### src/rtl/otsu_gray_binarize_macros.svh
// ----------------------------------------------------------------------------
// Assertion macros
// Shared concurrent assertion helpers, left empty for synthesis.
// ----------------------------------------------------------------------------
`ifndef OTSU_GRAY_BINARIZE_MACROS_SVH
`define OTSU_GRAY_BINARIZE_MACROS_SVH
`ifndef SYNTHESIS
`define OGB_ASSERT_IMPL(label, ante, cons) \
  label: assert property (@(posedge clk) disable iff (rst) (ante) |-> (cons)) \
    else $error("ogb assertion failed");
`define OGB_ASSERT_NEXT(label, ante, cons) \
  label: assert property (@(posedge clk) disable iff (rst) (ante) |=> (cons)) \
    else $error("ogb assertion failed");
`else
`define OGB_ASSERT_IMPL(label, ante, cons)
`define OGB_ASSERT_NEXT(label, ante, cons)
`endif
`endif

### src/rtl/ogb_pkg.sv
// ----------------------------------------------------------------------------
// Otsu binarizer package
// Widths, multiplier operation codes and controller/datapath structs.
// ----------------------------------------------------------------------------
package ogb_pkg;

  localparam int BIN_W   = 8;
  localparam int BINS    = 2 ** BIN_W;
  localparam int CNT_W   = 24;
  localparam int SUM_W   = BIN_W + CNT_W;
  localparam int AB_W    = SUM_W + CNT_W;
  localparam int NUM_W   = 2 * AB_W;
  localparam int DEN_W   = 2 * CNT_W;
  localparam int LR_W    = NUM_W + DEN_W;
  localparam int PROD_W  = NUM_W + AB_W;

  localparam logic [CNT_W-1:0] CNT_CAP = {CNT_W{1'b1}};
  localparam logic [BIN_W-1:0] BIN_LAST = BIN_W'(BINS - 1);

  localparam logic [2:0] MUL_A   = 3'd0;
  localparam logic [2:0] MUL_B   = 3'd1;
  localparam logic [2:0] MUL_NUM = 3'd2;
  localparam logic [2:0] MUL_DEN = 3'd3;
  localparam logic [2:0] MUL_LHS = 3'd4;
  localparam logic [2:0] MUL_RHS = 3'd5;

  localparam logic KIND_ACC = 1'b0;
  localparam logic KIND_BIN = 1'b1;

  typedef struct packed {
    logic             acc_rd;
    logic             acc_wr;
    logic             bin_res;
    logic             clr_wr;
    logic             t_clr;
    logic             t_add;
    logic             s_init;
    logic             s_add;
    logic             rd_en;
    logic             mul_start;
    logic             mul_cap;
    logic             cmp_upd;
    logic             thr_res;
    logic             out_load;
    logic [2:0]       mul_op;
    logic [BIN_W-1:0] addr;
  } ogb_cmd_t;

  typedef struct packed {
    logic skip;
    logic mul_done;
    logic mul_busy;
    logic out_free;
  } ogb_stat_t;

endpackage

### src/rtl/ogb_ctrl.sv
// ----------------------------------------------------------------------------
// Otsu binarizer controller
// Sequences histogram updates, the threshold scan, clearing and result output.
// ----------------------------------------------------------------------------
`include "otsu_gray_binarize_macros.svh"

module ogb_ctrl (
  input  logic               clk,
  input  logic               rst,
  input  logic               in_valid,
  output logic               in_ready,
  input  logic               in_kind,
  input  logic               in_last,
  output ogb_pkg::ogb_cmd_t  cmd,
  input  ogb_pkg::ogb_stat_t st
);

  localparam logic [3:0] S_CLR   = 4'd0;
  localparam logic [3:0] S_IDLE  = 4'd1;
  localparam logic [3:0] S_ACCW  = 4'd2;
  localparam logic [3:0] S_TRD   = 4'd3;
  localparam logic [3:0] S_TADD  = 4'd4;
  localparam logic [3:0] S_SRD   = 4'd5;
  localparam logic [3:0] S_SADD  = 4'd6;
  localparam logic [3:0] S_SCHK  = 4'd7;
  localparam logic [3:0] S_MGO   = 4'd8;
  localparam logic [3:0] S_MWAIT = 4'd9;
  localparam logic [3:0] S_CMP   = 4'd10;
  localparam logic [3:0] S_FIN   = 4'd11;
  localparam logic [3:0] S_EMIT  = 4'd12;

  logic [3:0]                state;
  logic [3:0]                state_next;
  logic [ogb_pkg::BIN_W-1:0] k;
  logic [ogb_pkg::BIN_W-1:0] k_next;
  logic [2:0]                op;
  logic [2:0]                op_next;
  logic                      last_r;
  logic                      last_r_next;
  logic                      to_clr;
  logic                      to_clr_next;

  assign in_ready = (state == S_IDLE);

  always_comb begin
    cmd         = '0;
    cmd.addr    = k;
    cmd.mul_op  = op;
    state_next  = state;
    k_next      = k;
    op_next     = op;
    last_r_next = last_r;
    to_clr_next = to_clr;
    unique case (state)
      S_CLR: begin
        cmd.clr_wr = 1'b1;
        if (k == ogb_pkg::BIN_LAST) begin
          k_next     = '0;
          state_next = S_IDLE;
        end else begin
          k_next = k + 1'b1;
        end
      end
      S_IDLE: begin
        if (in_valid) begin
          if (in_kind == ogb_pkg::KIND_BIN) begin
            cmd.bin_res = 1'b1;
            to_clr_next = 1'b0;
            state_next  = S_EMIT;
          end else begin
            cmd.acc_rd  = 1'b1;
            cmd.rd_en   = 1'b1;
            last_r_next = in_last;
            state_next  = S_ACCW;
          end
        end
      end
      S_ACCW: begin
        cmd.acc_wr = 1'b1;
        if (last_r) begin
          cmd.t_clr  = 1'b1;
          k_next     = '0;
          state_next = S_TRD;
        end else begin
          state_next = S_IDLE;
        end
      end
      S_TRD: begin
        cmd.rd_en  = 1'b1;
        state_next = S_TADD;
      end
      S_TADD: begin
        cmd.t_add = 1'b1;
        if (k == ogb_pkg::BIN_LAST) begin
          cmd.s_init = 1'b1;
          k_next     = '0;
          state_next = S_SRD;
        end else begin
          k_next     = k + 1'b1;
          state_next = S_TRD;
        end
      end
      S_SRD: begin
        cmd.rd_en  = 1'b1;
        state_next = S_SADD;
      end
      S_SADD: begin
        cmd.s_add  = 1'b1;
        state_next = S_SCHK;
      end
      S_SCHK: begin
        if (st.skip) begin
          if (k == ogb_pkg::BIN_LAST) begin
            state_next = S_FIN;
          end else begin
            k_next     = k + 1'b1;
            state_next = S_SRD;
          end
        end else begin
          op_next    = ogb_pkg::MUL_A;
          state_next = S_MGO;
        end
      end
      S_MGO: begin
        cmd.mul_start = 1'b1;
        state_next    = S_MWAIT;
      end
      S_MWAIT: begin
        if (st.mul_done) begin
          cmd.mul_cap = 1'b1;
          if (op == ogb_pkg::MUL_RHS) begin
            state_next = S_CMP;
          end else begin
            op_next    = op + 1'b1;
            state_next = S_MGO;
          end
        end
      end
      S_CMP: begin
        cmd.cmp_upd = 1'b1;
        if (k == ogb_pkg::BIN_LAST) begin
          state_next = S_FIN;
        end else begin
          k_next     = k + 1'b1;
          state_next = S_SRD;
        end
      end
      S_FIN: begin
        cmd.thr_res = 1'b1;
        to_clr_next = 1'b1;
        state_next  = S_EMIT;
      end
      S_EMIT: begin
        if (st.out_free) begin
          cmd.out_load = 1'b1;
          if (to_clr) begin
            k_next     = '0;
            state_next = S_CLR;
          end else begin
            state_next = S_IDLE;
          end
        end
      end
      default: begin
        state_next = S_IDLE;
      end
    endcase
  end

  always_ff @(posedge clk) begin
    if (rst) begin
      state  <= S_CLR;
      k      <= '0;
      op     <= ogb_pkg::MUL_A;
      last_r <= 1'b0;
      to_clr <= 1'b0;
    end else begin
      state  <= state_next;
      k      <= k_next;
      op     <= op_next;
      last_r <= last_r_next;
      to_clr <= to_clr_next;
    end
  end

  // A request is never accepted twice in a row; each one is fully handled first.
  `OGB_ASSERT_NEXT(a_accept_busy, in_valid && in_ready, state != S_IDLE)
  `OGB_ASSERT_IMPL(a_start_idle, cmd.mul_start, !st.mul_busy)
  `OGB_ASSERT_IMPL(a_load_free, cmd.out_load, st.out_free)
  `OGB_ASSERT_IMPL(a_busy_started, $rose(st.mul_busy), $past(cmd.mul_start))

endmodule

### config.mk
export PLATFORM = sky130hd
export DESIGN_NAME = ogb_ctrl
export DESIGN_NICKNAME = d
export VERILOG_FILES = /design/src/rtl/ogb_pkg.sv /design/src/rtl/ogb_ctrl.sv
export VERILOG_INCLUDE_DIRS = /design/src /design/src/rtl
export SDC_FILE = /design/constraint.sdc
export NUM_CORES = 1
export LEC_CHECK = 0
export BUFFER_PORTS_ARGS = -buffer_cell sky130_fd_sc_hd__buf_4
export CAP_MARGIN = 20
export CELL_PAD_IN_SITES_DETAIL_PLACEMENT = 0
export CELL_PAD_IN_SITES_GLOBAL_PLACEMENT = 1
export CORE_MARGIN = 3
export CORE_UTILIZATION = 37
export DETAILED_ROUTE_END_ITERATION = 8
export PLACE_DENSITY_LB_ADDON = 0.1
export SYNTH_ARGS = -nofsm -noshare
export SYNTH_HDL_FRONTEND = slang
export SYNTH_SLANG_ARGS = --single-unit
### constraint.sdc
create_clock -name clk -period 2.1 [get_ports clk]
set_clock_uncertainty 0.05 [all_clocks]
set_input_delay 0.105 -clock clk [delete_from_list [all_inputs] [get_ports clk]]
set_output_delay 0.105 -clock clk [all_outputs]
set_load 0.03 [all_outputs]
==> impl_metrics.toml, run 1 <==
[outcome]
status = "completed"

[placement]
io_buffer_count = 33
post-place-ws_ns = 0.0979
place_inst = 256
gp_congestion = 0.869
hpwlAfterDp_mm = 2.79
place_area_mm2 = 0.00169

[layout]
nNetsFinal = 229
fillers = 351
drive_gt1_frac = 0.301
antenna_cells = 0
fin_util = 0.514
areaGrowthSynthToFinish_pct = 30.8
fin_cells = 262
final_area_mm2 = 0.00176

[route]
drt_first_pass_iters = 6
drtAntennaViolNets = 0
detail_route.wl_per_cell_um = 13.9
drt_wl_total_mm = 3.64
initialDrtViolationCount = 62
viasPerCell = 5.45
drc = 0
vias = 1427

[worst_setup_path]
r2r_slack_ns = 0.20
required_ns = 1.95
reg2reg_depth = 7
arrival_ns = 1.78
timing.rr.end = "state[2]"
startpoint_type = "flip-flop"
crit_fanout = 14
endpoint_kind = "primary output"
reg2reg_from = "k[0]"
crit_type = "reg2out"

[sta]
worst_slack_ns = 0.163
rsz0062_at_grt = "true"
slew-limit-headroom = 0.615
tightest_slew_ns = 0.562
setup_viol = 0
drv_slew = 0
max_freq_ghz = 0.516
fin_crit_ns = 1.94
holdWs_ns = 0.0888
fin_crit_sh = 0.923
tns_ns = 0
finalHoldViolCount = 0

[pwr]
clkPwrFrac = 0.223
p_switching_uw = 257
design_power_total_uw = 779
p_leak_nw = 0.680
switching_share = 0.330
powerDensity_mw_per_mm2 = 444
irDropWorstVdd_mv = 0.305
combPwrFrac = 0.322
power_frac_seq = 0.454
p_int_uw = 522

[clock_network]
clkTransAtPathRegs_ns = 0.10
clock-sinks = 17
root_buffer = "clkbuf_4"
cts_buffer_depth = 2
post-cts-setup-buffers = 0
tritoncts = "done"
htreeDepth = 1
cts_inserted_buffers = 3
clk_latency_ns = 0.29

[global_route]
grt_pass1_wl_mm = 6.18
grtUsageTotal = 0.175
grt_pass1_vias = 1307
grt_overflow = 0
antenna_found_initial = 0
grt_max_degree = 21

[synth]
ys_ff_latch = 17
synth_xor_area_frac = 0.0196
seq_area_frac_synth = 0.253
synthesis.area_mm2 = 0.00134
yosysMostFrequentCell = "nor2_1"
synthArstFlopShare = 0
syn-num-nets = 190
synth_compound_area_frac = 0.218
synthFlopType = "dfxtp_1"
synth-simple-area-share = 0.373
synthMuxAreaShare = 0.0224
synthTopCellsByCount = "nor2_1, dfxtp_1, nand2_1"
syn_inst = 178
netlist_top_cells_area = "dfxtp_1, nor2_1, a21oi_1"
yosys.area.top_type = "dfxtp_1"
syn_area_per_cell_um2 = 7.54
synth_adder_area_share = 0.0280
synth_edf_count = 0
ys_types = 47
yosys_warnings = 0
synth_top_family_by_area = "simple AND/OR/NAND/NOR gates"
synth_top_area_frac = 0.253

[hold_path]
worstHoldPathCells = 2
hold_start = "rst"
hold_end = "k[2]"
hold_class = "in2reg"

[floorplan]
start_util = 0.393
die_x_um = 66.2
fp.dieH_um = 66.2
core-area_mm2 = 0.00342
io_pins = 35
rows = 21
dieArea_mm2 = 0.00439

[flow_run]
drv_cap = 0
## power by group through the flow
stage	logic [mW]	registers, mW	clock network [mW]
after CTS	0.248	0.353	0.185
after floorplan	0.134	0.385	0
after global placement	0.242	0.359	0
final	0.251	0.354	0.174
after global routing	0.275	0.356	0.197
after detailed placement	0.245	0.360	0
## worst max-delay path, cell delays in order, from the launching register on
cell and delay [ns]:
dfxtp_2 0.47, buf_4 0.25, inv_1 0.12, nor4_2 0.32, and2_1 0.17, buf_4 0.15
## registers in the layout, indices dropped and copies added, names as in the netlist
name	cells
last_r	1
to_clr	1
state	4
op	3
k	8
## cell usage in the layout, fill, tap and decap left out, drive strengths merged, types with 2 or more instances in the layout
cell type    count
nor4             3
or3              5
nand4b           3
mux2i            3
nor4b            2
and3             4
and2             3
o32ai            7
ha               3
o21ai           11
buf             46
clkbuf           4
xnor2            2
or3b             3
nor2            20
nor2b            2
nand3            8
and4bb           2
o21bai           2
o22ai            2
dlygate4sd3      2
dfxtp           17
nand2b           7
nand2           13
nor3b            2
a21oi           12
or2              3
nor3             5
inv              9
## cell type report
type,instances,area [um2],area share
multi-input cells,138,928,0.529
repair buffers,48,365,0.208
flip-flops and latches,17,344,0.196
well taps,46,57.6,0.0328
inverters,9,33.8,0.0192
clock buffers,4,26.3,0.0150
## worst max-delay path by stage
| stage | start | end | slack, ns | cells past startpoint |
|---|---|---|---|---|
| after global routing | k[1] | k[6] | -0.0001 | 7 |
| after floorplan | state[2] | cmd[20] | -0.005 | 5 |
| final | state[1] | cmd[20] | 0.16 | 5 |
| after CTS | state[1] | cmd[20] | 0.03 | 5 |
| after detailed placement | k[0] | k[7] | 0.1 | 7 |
| after global placement | k[0] | k[7] | 0.17 | 7 |
## cells by family after synthesis
group,after synthesis
buf+inv,23
mux,3
fa+ha+maj,3
xor+xnor,3
simple gates,88
compound gates,41
flops,17
## layer usage
layer  GRT usage  vias to the layer above  wire, um
met1       0.243                      664      1790
met4      0.0152                        0        12
met3      0.0476                        2       226
met5           0                        -         0
li1            -                      723         -
met2       0.276                       38      1610
## timing repair
item                                    in CTS  in global routing
hold buffers                                 2                  0
gates resized for setup                      0                  5
endpoints found under the setup margin       0                  9
hold endpoints to repair                     2                  0
Note: power is estimated with default switching activity, not from simulation.
==> run 2: changes to the inputs <==
--- a/config.mk
+++ b/config.mk
@@ -11,7 +11,7 @@
 export CELL_PAD_IN_SITES_DETAIL_PLACEMENT = 0
 export CELL_PAD_IN_SITES_GLOBAL_PLACEMENT = 1
 export CORE_MARGIN = 3
-export CORE_UTILIZATION = 37
+export CORE_UTILIZATION = 40
 export DETAILED_ROUTE_END_ITERATION = 8
 export PLACE_DENSITY_LB_ADDON = 0.1
 export SYNTH_ARGS = -nofsm -noshare
==> constraint.sdc (replaced) <==
create_clock -name clk -period 2.5 [get_ports clk]
set_clock_uncertainty 0.05 [all_clocks]
set_input_delay 0.125 -clock clk [delete_from_list [all_inputs] [get_ports clk]]
set_output_delay 0.125 -clock clk [all_outputs]
set_load 0.03 [all_outputs]
==> run 2 against run 1 <==
Compared with the run above:
- global-route usage increased by 0.72 points
- via count down 2.0%
- clock power is 9.8% lower
- power shrank 17%
- final area decreased by 6.7%
- routed wire length decreased by 1.6%
- register-to-register slack about the same
- worst setup slack improved by 0.043 ns
- first-iteration DRC count grew 27%
- die area fell by 6.8%
- combinational power fell by 29%
- flip-flop and latch count is the same
- critical endpoint is now k[6]
- largest power group unchanged
==> impl_metrics.toml, run 2 (same netlist as run 1, synthesis figures left out) <==
[outcome]
status = "completed"

[global_route]
grt-busiest-layer = "met2"
grt_util_met2 = 0.272
grtUsageTotal = 0.182
grt_pass1_wl_mm = 6.07
antenna_found_initial = 0
met1_usage = 0.265
grt_pass1_vias = 1261
grt_use_met3 = 0.0211
grt_max_degree = 21
grt_overflow = 0

[layout]
antenna_cells = 0
final_common_cell = "buf_4"
top_register = "k"
largest_reg_flops = 8
nNetsFinal = 220
areaGrowthSynthToFinish_pct = 22.0
layout_common_cells = "buf_4, nor2_1, dfxtp_1"
drive_gt1_frac = 0.242
largestRegisters = "k (8), state (4), op (3)"

[hold_path]
hold_class = "in2reg"
hold_end = "last_r"
hold_start = "in_last"
worstHoldPathCells = 3

[sta]
tightest_slew_ns = 0.539
rsz0062_at_grt = "false"
max_freq_ghz = 0.436
fin_crit_ns = 2.29
slew-limit-headroom = 0.641
tns_ns = 0
holdWs_ns = 0.00556
worst_slack_ns = 0.206
finalHoldViolCount = 0
fin_crit_sh = 0.918
setup_viol = 0
drv_slew = 0

[route]
vias = 1398
initialDrtViolationCount = 79
detail_route.wl_per_cell_um = 14.3
viasPerCell = 5.57
drt_wl_total_mm = 3.58
drt_first_pass_iters = 4
drc = 0
drtAntennaViolNets = 0

[worst_setup_path]
startpoint_type = "flip-flop"
crit_fanout = 12
required_ns = 2.64
reg2reg_depth = 6
endpoint_kind = "flip-flop"
reg2reg_from = "k[0]"
r2r_slack_ns = 0.21
crit_chain = "ha_1, nand4_1, or2_2, o221ai_2, nand2b_1, o32ai_1"
crit_family = "simple AND/OR/NAND/NOR gates"
critPathMaxStageDelay_ns = 0.44
critPathBufInv = 0
crit_type = "reg2reg"
crit_slowest_cell = "o221ai_2"
arrival_ns = 2.43
timing.rr.end = "k[6]"

[placement]
hpwlAfterDp_mm = 2.57
gp_congestion = 0.812
io_buffer_count = 33
post-place-ws_ns = 0.227

[clock_network]
clk_latency_ns = 0.30
post-cts-setup-buffers = 0
tritoncts = "done"
htreeDepth = 1
root_buffer = "clkbuf_4"
cts.hold.buffers_added = 1
cts_inserted_buffers = 3
clkTransAtPathRegs_ns = 0.11
clock-sinks = 17
cts_resized = 0
cts_buffer_depth = 2

[flow_run]
drv_cap = 0

[pwr]
p_leak_nw = 0.629
irDropWorstVdd_mv = 0.238
powerDensity_mw_per_mm2 = 393

[floorplan]
fp.dieH_um = 63.9
core-area_mm2 = 0.00313
start_util = 0.429
rows = 20
dieArea_mm2 = 0.00409
io_pins = 35
die_x_um = 63.9
-- run 2: per-layer routing --
metal,vias to the layer above,wire (um)
met1,648,1780
met5,-,0
met3,4,207
li1,703,-
met4,0,52
met2,43,1530
-- run 2: layout make-up --
class                      instances  area [um2]
clock buffer                       4        26.3
multi-input combinational        138         887
sequential                        17         340
timing repair buffer              39         295
inverter                           9        33.8
fill                             322        1490
tap                               44        55.1
-- run 2: worst max path at each step --
stage              from       to  slack, ns  cells past startpoint
3_5_place_dp       k[0]     k[6]       0.23                      6
5_1_grt            k[0]     k[3]       0.03                      6
4_1_cts            k[0]     k[6]       0.20                      6
2_1_floorplan  state[2]  cmd[20]       0.02                      5
6_report           k[0]     k[6]       0.21                      6
3_3_place_gp       k[0]     k[6]       0.32                      6
-- run 2: tightest hold or removal path, stage by stage --
cell and delay [ns]:
buf_4 0.07, mux2i_1 0.06, nor2_1 0.07
-- run 2: power by group --
group / total, mW / internal, mW / leakage (nW) / switching, mW
clock network: 0.157 / 0.0622 / 0.0150 / 0.0952
registers: 0.307 / 0.284 / 0.138 / 0.0237
logic: 0.179 / 0.0739 / 0.477 / 0.105
-- run 2: per-stage QoR --
step                total power [mW]  std cells  utilization  instance area (um2)
finish                         0.643        251        0.524                 1640
global route                   0.682        251        0.524                 1640
CTS                            0.650        251        0.524                 1640
detailed placement             0.489        246        0.512                 1600
global placement               0.484        246        0.512                 1600
floorplan                      0.434        178            -                 1340
